<file path="config.mk">
export PLATFORM = sky130hd
export DESIGN_NAME = yuyv_to_rgb_converter_core_flat
export DESIGN_NICKNAME = d
export VERILOG_FILES = /design/src/hw/rtl/yrc_pkg.sv /design/src/hw/rtl/yrc_yuyv_if.sv /design/src/hw/rtl/yrc_rgb_if.sv /design/src/hw/rtl/yrc_ctrl.sv /design/src/hw/rtl/yrc_terms.sv /design/src/hw/rtl/yrc_scale.sv /design/src/hw/rtl/yuyv_to_rgb_converter_core.sv /design/src/flat_wrapper.sv
export SDC_FILE = /design/constraint.sdc
export NUM_CORES = 2
export LEC_CHECK = 0
export BUFFER_PORTS_ARGS = -buffer_cell sky130_fd_sc_hd__buf_2
export CAP_MARGIN = 0
export CORE_ASPECT_RATIO = 0.5
export CORE_UTILIZATION = 24
export DETAILED_ROUTE_END_ITERATION = 16
export HOLD_SLACK_MARGIN = 0.15
export SETUP_SLACK_MARGIN = 0.3
export SLEW_MARGIN = 25
export SYNTH_ARGS = -nofsm -noshare
export SYNTH_HDL_FRONTEND = slang
export SYNTH_SLANG_ARGS = --single-unit
</file>
<file path="constraint.sdc">
create_clock -name clk_i -period 10.3 [get_ports clk_i]
set_clock_uncertainty 0.05 [all_clocks]
set_input_delay 2.06 -clock clk_i [delete_from_list [all_inputs] [get_ports clk_i]]
set_output_delay 2.06 -clock clk_i [all_outputs]
set_load 0.02 [all_outputs]
</file>
<file path="src/hw/rtl/yrc_pkg.sv">
// ----------------------------------------------------------------------------
// YUYV to RGB converter package
// Shared types, fixed-point constants and pipeline stage indexes.
// ----------------------------------------------------------------------------
package yrc_pkg;

  localparam int unsigned SAMPLE_W = 8;
  localparam int unsigned TERM_W   = 20;
  localparam int unsigned SUM_W    = TERM_W + 1;

  typedef logic        [SAMPLE_W-1:0] sample_t;
  typedef logic signed [TERM_W-1:0]   term_t;
  typedef logic signed [SUM_W-1:0]    sum_t;

  // Colour conversion gains, scaled by 1000.
  localparam term_t K_LUMA_GAIN    = term_t'(1164);
  localparam term_t K_RED_V_GAIN   = term_t'(1159);
  localparam term_t K_GREEN_U_GAIN = term_t'(380);
  localparam term_t K_GREEN_V_GAIN = term_t'(813);
  localparam term_t K_BLUE_U_GAIN  = term_t'(2018);
  localparam term_t K_CHROMA_MID   = term_t'(128);
  localparam term_t K_LUMA_BLACK   = term_t'(16);

  localparam int unsigned SCALE_DIV = 1000;
  localparam int unsigned CHAN_MAX  = 255;

  // Any sum at or above this value saturates to full scale.
  localparam int unsigned SAT_LIMIT = (CHAN_MAX + 1) * SCALE_DIV;

  // Divide by SCALE_DIV as a multiply by a rounded-up reciprocal. The error
  // term of this reciprocal stays below one LSB for every sum under
  // SAT_LIMIT, so the quotient is exact there.
  localparam int unsigned QUO_IN_W    = 18;
  localparam int unsigned RECIP_SHIFT = 28;
  localparam int unsigned RECIP_W     = 19;
  localparam int unsigned PROD_W      = QUO_IN_W + RECIP_W;
  localparam logic [RECIP_W-1:0] RECIP =
    RECIP_W'(((64'd1 << RECIP_SHIFT) + SCALE_DIV - 1) / SCALE_DIV);

  localparam sum_t     SAT_LIMIT_S = sum_t'(SAT_LIMIT);
  localparam sample_t  CHAN_FULL   = sample_t'(CHAN_MAX);
  localparam sample_t  CHAN_ZERO   = sample_t'(0);

  // Pipeline stages.
  localparam int unsigned NUM_STAGES = 4;
  localparam int unsigned ST_TERMS   = 0;
  localparam int unsigned ST_SUM     = 1;
  localparam int unsigned ST_PROD    = 2;
  localparam int unsigned ST_OUT     = 3;

  typedef struct packed {
    logic [NUM_STAGES-1:0] load;
  } pipe_ctrl_t;

  typedef struct packed {
    sample_t luma_first;
    sample_t chroma_blue;
    sample_t luma_second;
    sample_t chroma_red;
    logic    frame_last;
  } yuyv_word_t;

  typedef struct packed {
    sample_t red_first;
    sample_t green_first;
    sample_t blue_first;
    sample_t red_second;
    sample_t green_second;
    sample_t blue_second;
    logic    frame_last_out;
  } rgb_word_t;

endpackage

</file>
<file path="src/hw/rtl/yrc_yuyv_if.sv">
// ----------------------------------------------------------------------------
// YUYV input stream interface
// Valid/ready channel carrying one packed macropixel word.
// ----------------------------------------------------------------------------
interface yrc_yuyv_if;
  import yrc_pkg::*;

  logic       valid;
  logic       ready;
  yuyv_word_t data;

  modport source (output valid, output data, input ready);
  modport sink (input valid, input data, output ready);
endinterface

</file>
<file path="src/hw/rtl/yrc_rgb_if.sv">
// ----------------------------------------------------------------------------
// RGB output stream interface
// Valid/ready channel carrying one pair of RGB24 pixels.
// ----------------------------------------------------------------------------
interface yrc_rgb_if;
  import yrc_pkg::*;

  logic      valid;
  logic      ready;
  rgb_word_t data;

  modport source (output valid, output data, input ready);
  modport sink (input valid, input data, output ready);
endinterface

</file>
<file path="src/hw/rtl/yrc_ctrl.sv">
// ----------------------------------------------------------------------------
// YUYV to RGB pipeline control
// Per-stage valid bits and load enables for the stallable pipeline.
// ----------------------------------------------------------------------------
module yrc_ctrl (
  input  logic                clk_i,
  input  logic                rst_ni,
  input  logic                in_valid_i,
  output logic                in_ready_o,
  output logic                out_valid_o,
  input  logic                out_ready_i,
  output yrc_pkg::pipe_ctrl_t ctrl_o
);
  import yrc_pkg::*;

  logic [NUM_STAGES-1:0] valid_q;
  logic [NUM_STAGES-1:0] valid_d;
  logic [NUM_STAGES-1:0] en;
  logic [NUM_STAGES-1:0] upstream;

  // A stage may take a new word when it is empty or when its word moves on.
  always_comb begin
    en[NUM_STAGES-1] = !valid_q[NUM_STAGES-1] || out_ready_i;
    for (int i = NUM_STAGES - 2; i >= 0; i--) begin
      en[i] = !valid_q[i] || en[i+1];
    end
  end

  assign upstream    = {valid_q[NUM_STAGES-2:0], in_valid_i};
  assign valid_d     = (en & upstream) | (~en & valid_q);
  assign ctrl_o.load = en & upstream;
  assign in_ready_o  = en[0];
  assign out_valid_o = valid_q[NUM_STAGES-1];

  always_ff @(posedge clk_i or negedge rst_ni) begin
    if (!rst_ni) begin
      valid_q <= '0;
    end else begin
      valid_q <= valid_d;
    end
  end

  // Words in flight change only by the words accepted and delivered.
  a_occupancy: assert property (@(posedge clk_i) disable iff (!rst_ni)
    $past(rst_ni) |->
      $countones(valid_q) == $countones($past(valid_q))
                             + int'($past(in_valid_i && in_ready_o))
                             - int'($past(out_valid_o && out_ready_i)))
    else $error("pipeline occupancy mismatch");

  // Any bubble in the pipeline lets the input side advance.
  a_bubble_ready: assert property (@(posedge clk_i) disable iff (!rst_ni)
    !(&valid_q) |-> in_ready_o)
    else $error("input stalled although the pipeline has a bubble");

  // A middle-stage word blocked by its successor stays in place.
  a_sum_hold: assert property (@(posedge clk_i) disable iff (!rst_ni)
    (valid_q[ST_SUM] && !en[ST_PROD]) |=> valid_q[ST_SUM])
    else $error("stalled word lost in the sum stage");

endmodule

</file>
<file path="src/hw/rtl/yrc_terms.sv">
// ----------------------------------------------------------------------------
// YUYV to RGB term stage
// Forms the two scaled luma terms and the three shared chroma terms.
// ----------------------------------------------------------------------------
module yrc_terms (
  input  logic                clk_i,
  input  logic                load_i,
  input  yrc_pkg::yuyv_word_t word_i,
  output yrc_pkg::term_t      luma_first_o,
  output yrc_pkg::term_t      luma_second_o,
  output yrc_pkg::term_t      red_o,
  output yrc_pkg::term_t      green_o,
  output yrc_pkg::term_t      blue_o
);
  import yrc_pkg::*;

  term_t cu;
  term_t cv;
  term_t luma_first_d, luma_second_d, red_d, green_d, blue_d;
  term_t luma_first_q, luma_second_q, red_q, green_q, blue_q;

  // Chroma samples are offset binary around mid scale.
  always_comb begin
    cu            = term_t'({1'b0, word_i.chroma_blue}) - K_CHROMA_MID;
    cv            = term_t'({1'b0, word_i.chroma_red}) - K_CHROMA_MID;
    luma_first_d  = (term_t'({1'b0, word_i.luma_first}) - K_LUMA_BLACK) * K_LUMA_GAIN;
    luma_second_d = (term_t'({1'b0, word_i.luma_second}) - K_LUMA_BLACK) * K_LUMA_GAIN;
    red_d         = cv * K_RED_V_GAIN;
    green_d       = -(cu * K_GREEN_U_GAIN) - (cv * K_GREEN_V_GAIN);
    blue_d        = cu * K_BLUE_U_GAIN;
  end

  always_ff @(posedge clk_i) begin
    if (load_i) begin
      luma_first_q  <= luma_first_d;
      luma_second_q <= luma_second_d;
      red_q         <= red_d;
      green_q       <= green_d;
      blue_q        <= blue_d;
    end
  end

  assign luma_first_o  = luma_first_q;
  assign luma_second_o = luma_second_q;
  assign red_o         = red_q;
  assign green_o       = green_q;
  assign blue_o        = blue_q;

endmodule

</file>
<file path="src/hw/rtl/yrc_scale.sv">
// ----------------------------------------------------------------------------
// YUYV to RGB channel scaler
// Adds luma and chroma terms, divides by the scale and clamps to 8 bits.
// ----------------------------------------------------------------------------
module yrc_scale (
  input  logic                clk_i,
  input  yrc_pkg::pipe_ctrl_t ctrl_i,
  input  yrc_pkg::term_t      luma_i,
  input  yrc_pkg::term_t      chroma_i,
  output yrc_pkg::sample_t    chan_o
);
  import yrc_pkg::*;

  sum_t               sum_d, sum_q;
  logic               neg_d, neg_q;
  logic               over_d, over_q;
  logic [PROD_W-1:0]  prod;
  sample_t            quo_d, quo_q;
  sample_t            chan_d, chan_q;

  assign sum_d = sum_t'(luma_i) + sum_t'(chroma_i);

  // A negative sum truncates to zero or below, so it clamps to zero.
  // In range, the reciprocal multiply gives the exact quotient.
  always_comb begin
    neg_d  = sum_q[SUM_W-1];
    over_d = !neg_d && (sum_q >= SAT_LIMIT_S);
    prod   = PROD_W'(sum_q[QUO_IN_W-1:0]) * PROD_W'(RECIP);
    quo_d  = prod[RECIP_SHIFT +: SAMPLE_W];
  end

  always_comb begin
    priority if (neg_q) begin
      chan_d = CHAN_ZERO;
    end else if (over_q) begin
      chan_d = CHAN_FULL;
    end else begin
      chan_d = quo_q;
    end
  end

  always_ff @(posedge clk_i) begin
    if (ctrl_i.load[ST_SUM]) begin
      sum_q <= sum_d;
    end
    if (ctrl_i.load[ST_PROD]) begin
      neg_q  <= neg_d;
      over_q <= over_d;
      quo_q  <= quo_d;
    end
    if (ctrl_i.load[ST_OUT]) begin
      chan_q <= chan_d;
    end
  end

  assign chan_o = chan_q;

endmodule

</file>
<file path="src/hw/rtl/yuyv_to_rgb_converter_core.sv">
// ----------------------------------------------------------------------------
// YUYV to RGB converter core
// Converts packed YUV 4:2:2 macropixels into pairs of clamped RGB24 pixels.
// ----------------------------------------------------------------------------
// Usage:
// Each word on the yuyv_i channel is one macropixel: two luma samples that
// share one blue and one red chroma sample, plus an end-of-frame flag. For
// each accepted word the rgb_o channel delivers exactly one word holding the
// two RGB pixels and a copy of the flag, in the same order.
// The datapath is four register stages: chroma and luma terms, channel sums,
// reciprocal multiply for the divide by 1000, and the clamped output
// register. A word accepted on yuyv_i passes through these registers in order
// and is offered on rgb_o from the output register. Throughput is one word
// per cycle while rgb_o.ready is high; each stage holds one word and moves it
// on whenever the next stage is free, so bubbles close up automatically.
// When the receiver holds rgb_o.ready low, the output stage keeps its word
// and the stages behind it fill up; yuyv_i.ready drops only once all four
// stages hold a word. No word is lost or repeated across a stall.
// Reset clears the stage valid bits only, so the block comes out of reset
// empty and ready; the data registers are not reset.
// ----------------------------------------------------------------------------
module yuyv_to_rgb_converter_core (
  input  logic    clk_i,
  input  logic    rst_ni,
  yrc_yuyv_if.sink  yuyv_i,
  yrc_rgb_if.source rgb_o
);
  import yrc_pkg::*;

  pipe_ctrl_t            ctrl;
  term_t                 luma_first, luma_second;
  term_t                 red_term, green_term, blue_term;
  sample_t               red_first, green_first, blue_first;
  sample_t               red_second, green_second, blue_second;
  logic [NUM_STAGES-1:0] last_q;
  logic [NUM_STAGES-1:0] last_d;

  // Valid bits and stage enables for the whole datapath.
  yrc_ctrl u_ctrl (
    .clk_i       (clk_i),
    .rst_ni      (rst_ni),
    .in_valid_i  (yuyv_i.valid),
    .in_ready_o  (yuyv_i.ready),
    .out_valid_o (rgb_o.valid),
    .out_ready_i (rgb_o.ready),
    .ctrl_o      (ctrl)
  );

  // Stage one: the chroma terms are formed once and shared by both pixels.
  yrc_terms u_terms (
    .clk_i         (clk_i),
    .load_i        (ctrl.load[ST_TERMS]),
    .word_i        (yuyv_i.data),
    .luma_first_o  (luma_first),
    .luma_second_o (luma_second),
    .red_o         (red_term),
    .green_o       (green_term),
    .blue_o        (blue_term)
  );

  // Stages two to four: one scaler for each of the six output channels.
  yrc_scale u_red_first (
    .clk_i (clk_i), .ctrl_i (ctrl), .luma_i (luma_first),
    .chroma_i (red_term), .chan_o (red_first)
  );
  yrc_scale u_green_first (
    .clk_i (clk_i), .ctrl_i (ctrl), .luma_i (luma_first),
    .chroma_i (green_term), .chan_o (green_first)
  );
  yrc_scale u_blue_first (
    .clk_i (clk_i), .ctrl_i (ctrl), .luma_i (luma_first),
    .chroma_i (blue_term), .chan_o (blue_first)
  );
  yrc_scale u_red_second (
    .clk_i (clk_i), .ctrl_i (ctrl), .luma_i (luma_second),
    .chroma_i (red_term), .chan_o (red_second)
  );
  yrc_scale u_green_second (
    .clk_i (clk_i), .ctrl_i (ctrl), .luma_i (luma_second),
    .chroma_i (green_term), .chan_o (green_second)
  );
  yrc_scale u_blue_second (
    .clk_i (clk_i), .ctrl_i (ctrl), .luma_i (luma_second),
    .chroma_i (blue_term), .chan_o (blue_second)
  );

  // The end-of-frame flag rides along with its word through every stage.
  assign last_d = {last_q[NUM_STAGES-2:0], yuyv_i.data.frame_last};

  always_ff @(posedge clk_i) begin
    for (int i = 0; i < NUM_STAGES; i++) begin
      if (ctrl.load[i]) begin
        last_q[i] <= last_d[i];
      end
    end
  end

  always_comb begin
    rgb_o.data.red_first      = red_first;
    rgb_o.data.green_first    = green_first;
    rgb_o.data.blue_first     = blue_first;
    rgb_o.data.red_second     = red_second;
    rgb_o.data.green_second   = green_second;
    rgb_o.data.blue_second    = blue_second;
    rgb_o.data.frame_last_out = last_q[ST_OUT];
  end

endmodule
</file>
<file path="src/flat_wrapper.sv">
// flat-port wrapper written by rule: the top's interface ports become plain ports
module yuyv_to_rgb_converter_core_flat import yrc_pkg::*;
  (clk_i, rst_ni, yuyv_i_valid, yuyv_i_data, yuyv_i_ready, rgb_o_valid, rgb_o_data, rgb_o_ready);
  yrc_yuyv_if yuyv_i_i ();
  yrc_rgb_if rgb_o_i ();
  input  logic clk_i;
  input  logic rst_ni;
  input wire logic [$bits(yuyv_i_i.valid)-1:0] yuyv_i_valid;
  input wire logic [$bits(yuyv_i_i.data)-1:0] yuyv_i_data;
  output wire logic [$bits(yuyv_i_i.ready)-1:0] yuyv_i_ready;
  output wire logic [$bits(rgb_o_i.valid)-1:0] rgb_o_valid;
  output wire logic [$bits(rgb_o_i.data)-1:0] rgb_o_data;
  input wire logic [$bits(rgb_o_i.ready)-1:0] rgb_o_ready;
  assign yuyv_i_i.valid = yuyv_i_valid;
  assign yuyv_i_i.data = yuyv_i_data;
  assign yuyv_i_ready = yuyv_i_i.ready;
  assign rgb_o_valid = rgb_o_i.valid;
  assign rgb_o_data = rgb_o_i.data;
  assign rgb_o_i.ready = rgb_o_ready;
  yuyv_to_rgb_converter_core u_core (.clk_i(clk_i), .rst_ni(rst_ni), .yuyv_i(yuyv_i_i), .rgb_o(rgb_o_i));
endmodule
</file>
==> impl_metrics.toml <==
[floorplanning]
die_area_um2 = 214000
die_y_um = 328
core_um2 = 211000
io_pins = 88
floorplan.die.width_um = 654
start_util_pct = 24.2
rows = 119

[job]
drv_cap = 0

[outcome]
violations = "design-rule violations"
run_status = "finished, violations left"

[synthesis]
synth_area_leaders = "ha_1, fa_1, edfxtp_1"
synthCells = 4926
synthFlopType = "edfxtp_1"
yosysUniqueCellTypes = 75
syn-cell-area_um2 = 51000
syn_nets = 6794
synth-seq-cells = 326
ys_seq_area_share_pct = 19.2
synth_edf_count = 322
yosysTopAreaCell = "ha_1"
ys_async_sr_fraction_pct = 1.23
avgSynthCellArea_um2 = 10.4
synth_top_area_share_pct = 33.0
yosysWarnings = 0

[clocking]
clk_latency_ns = 0.61
cts_resized = 0
cts-root-buf = "clkbuf_16"
cts_buffer_depth = 3
cts-htree-levels = 2
cts_buffers = 41
cts_setup_buffers = 0
cts_tree = "done"
clk_pin_slew_worst_paths_ns = 0.05
cts_num_sinks = 326
cts_hold_buf = 0

[sta]
tightestPinTransition_ns = 0.984
layout_min_cycle_time_ns = 8.89
tns_ns = 0
slew_viol_final = 0
max_freq_mhz = 113
period_share_pct = 86.3
rsz0062_at_grt = "no"
setup_ws_ns = 1.41
slew-limit-headroom_pct = 34.4
final-setup-viol-count = 0
timing_hold_violations_final = 0

[global_routing]
busiest_layer = "met2"
grt.overflow.total = 0
grt_max_degree = 76
antenna_found_initial = 10
grt_first_pass_wirelength_um = 183000
grt.met1_usage_pct = 13.8
grtUsageMet2_pct = 19.0
grt_pass1_vias = 34078
grt_util_met3_pct = 1.24
grt_usage_pct = 10.7

[worst_hold_path]
hold_depth = 0
holdPathEnd = "u_core.last_q[2]"
hold_start = "u_core.last_q[1]"
hold_path_class = "flop to flop"

[worst_setup_path]
r2r_end = "u_core.u_red_second.quo_q[7]"
rrSetupSlack_ns = 4.45
r2r-start = "u_core.u_red_second.sum_q[12]"
cp_slowest_stage_delay_ns = 0.75
crit_top_cell = "fa_1"
crit_slowest_cell = "fa_1"
r2r_cells = 21
critPathArrivalTime_ns = 9.20
worstPathMaxFanout = 9
worstSetupEndpointType = "flop"
crit_type = "input pin to flop"
cp.required_ns = 10.61
startpoint_type = "input pin"

[drt]
post_drt_wl_per_cell_um = 14.4
drtIter0Drc = 1522
dr_total_vias = 33282
post-route-drc-count = 12
routed_via_density = 4.20
dr.pass1.iters = 11
ant_nets = 0
drt_wl_total_um = 114000

[placement]
place.gp.congestion = 0.881
dp_hpwl_um = 95800
place_ws_ns = 0.759
postPlaceCellArea_um2 = 55000
portBuffers = 87

[finish]
layout.nets = 6915
final_cell_mix = "ha_1, inv_1, fa_1"
areaGrowthSynthToFinish_pct = 10.7
final_common_cell = "ha_1"
fin_area_um2 = 56400
drive_gt1_share_pct = 4.49
[layout make-up]
cell class / count / area, um2
diodes: 3 / 7.51
clock buffers: 44 / 1080
clock inverters: 27 / 305
fillers: 22285 / 154000
inverters: 1157 / 4340
multi-input cells: 3421 / 36800
flip-flops and latches: 326 / 9770
well taps: 2843 / 3560
repair buffers: 100 / 553
[per-layer routing]
layer / share of wire, % / up-vias
li1: - / 16705
met1: 46 / 16105
met2: 48 / 358
met3: 3.2 / 114
met4: 2.3 / 0
met5: 0 / -
[how the worst max path moves through the flow]
stage	from	to	slack, ns	cells after the start
5_1_grt	yuyv_i_data[20]	u_core.u_terms.green_o[18]	0.95	28
2_1_floorplan	yuyv_i_data[24]	u_core.u_terms.green_o[18]	1.09	28
3_5_place_dp	yuyv_i_data[20]	u_core.u_terms.green_o[18]	0.76	28
3_3_place_gp	yuyv_i_data[20]	u_core.u_terms.green_o[18]	0.82	28
6_report	yuyv_i_data[20]	u_core.u_terms.green_o[18]	1.41	28
4_1_cts	yuyv_i_data[20]	u_core.u_terms.green_o[18]	1.42	28
[worst max-delay path: cells and delay by family]
kind	cells	cell delay, ns
xor+xnor	2	0.27
fa+ha+maj	11	4.43
compound gates	5	0.97
simple gates	4	1.01
buf+inv	6	0.45
[per-stage QoR]
step	hold slack (ns)	instances	utilization [%]
after global routing	0.380	7920	26.8
final	0.367	7921	26.8
after floorplan	0.350	4926	-
after CTS	0.369	7917	26.7
after global placement	0.355	7846	26.1
after detailed placement	0.356	7846	26.1
[kinds of logic (layout without fill, tap and decap cells)]
family | after synthesis | count (layout) | share of synthesized area, %
other | 0 | 3 | 0
flip-flops | 326 | 326 | 19.2
XOR/XNOR | 287 | 287 | 4.93
multiplexers | 63 | 63 | 1.30
buffers and inverters | 1179 | 1328 | 8.69
AND/OR/NAND/NOR | 693 | 693 | 6.57
AO/OA/AOI/OAI | 547 | 547 | 7.25
adder cells (fa/ha/maj) | 1831 | 1831 | 52.1
[Yosys cell counts (all sizes together) (5+ instances only)]
| cell type | n |
|---|---|
| nor2 | 256 |
| a21o | 49 |
| nand2 | 99 |
| o22a | 6 |
| o21ai | 107 |
| inv | 1157 |
| fa | 488 |
| a211oi | 32 |
| clkbuf | 21 |
| or2 | 13 |
| o41a | 5 |
| o31ai | 20 |
| a2111oi | 9 |
| xnor2 | 207 |
| or3 | 27 |
| ha | 1343 |
| and2 | 13 |
| and3 | 21 |
| o21a | 31 |
| a211o | 13 |
| xor2 | 80 |
| edfxtp | 322 |
| a21oi | 139 |
| nand2b | 45 |
| a2111o | 6 |
| nor3 | 67 |
| or3b | 6 |
| a311oi | 14 |
| o211ai | 20 |
| nand4 | 29 |
| mux2 | 24 |
| nand3 | 51 |
| nor4 | 9 |
| mux2i | 39 |
| o2111ai | 7 |
| nor2b | 40 |
| o32ai | 5 |
| o21bai | 13 |
| a31oi | 30 |
[state kept, by name (all words and copies together), names as in the netlist, 18 cells and up, named ones only]
register and cells:
u_core.u_terms.luma_first_o 18, u_core.u_red_first.sum_q 19, u_core.u_terms.blue_o 19, u_core.u_terms.red_o 20, u_core.u_blue_second.sum_q 20, u_core.u_terms.luma_second_o 18, u_core.u_red_second.sum_q 19, u_core.u_terms.green_o 18
u_core.u_green_second.sum_q 21, u_core.u_green_first.sum_q 19, u_core.u_blue_first.sum_q 19
Power is left out: the tool's default activity adds up to more than one toggle a clock period on the data nets, which glitch-free logic cannot reach.
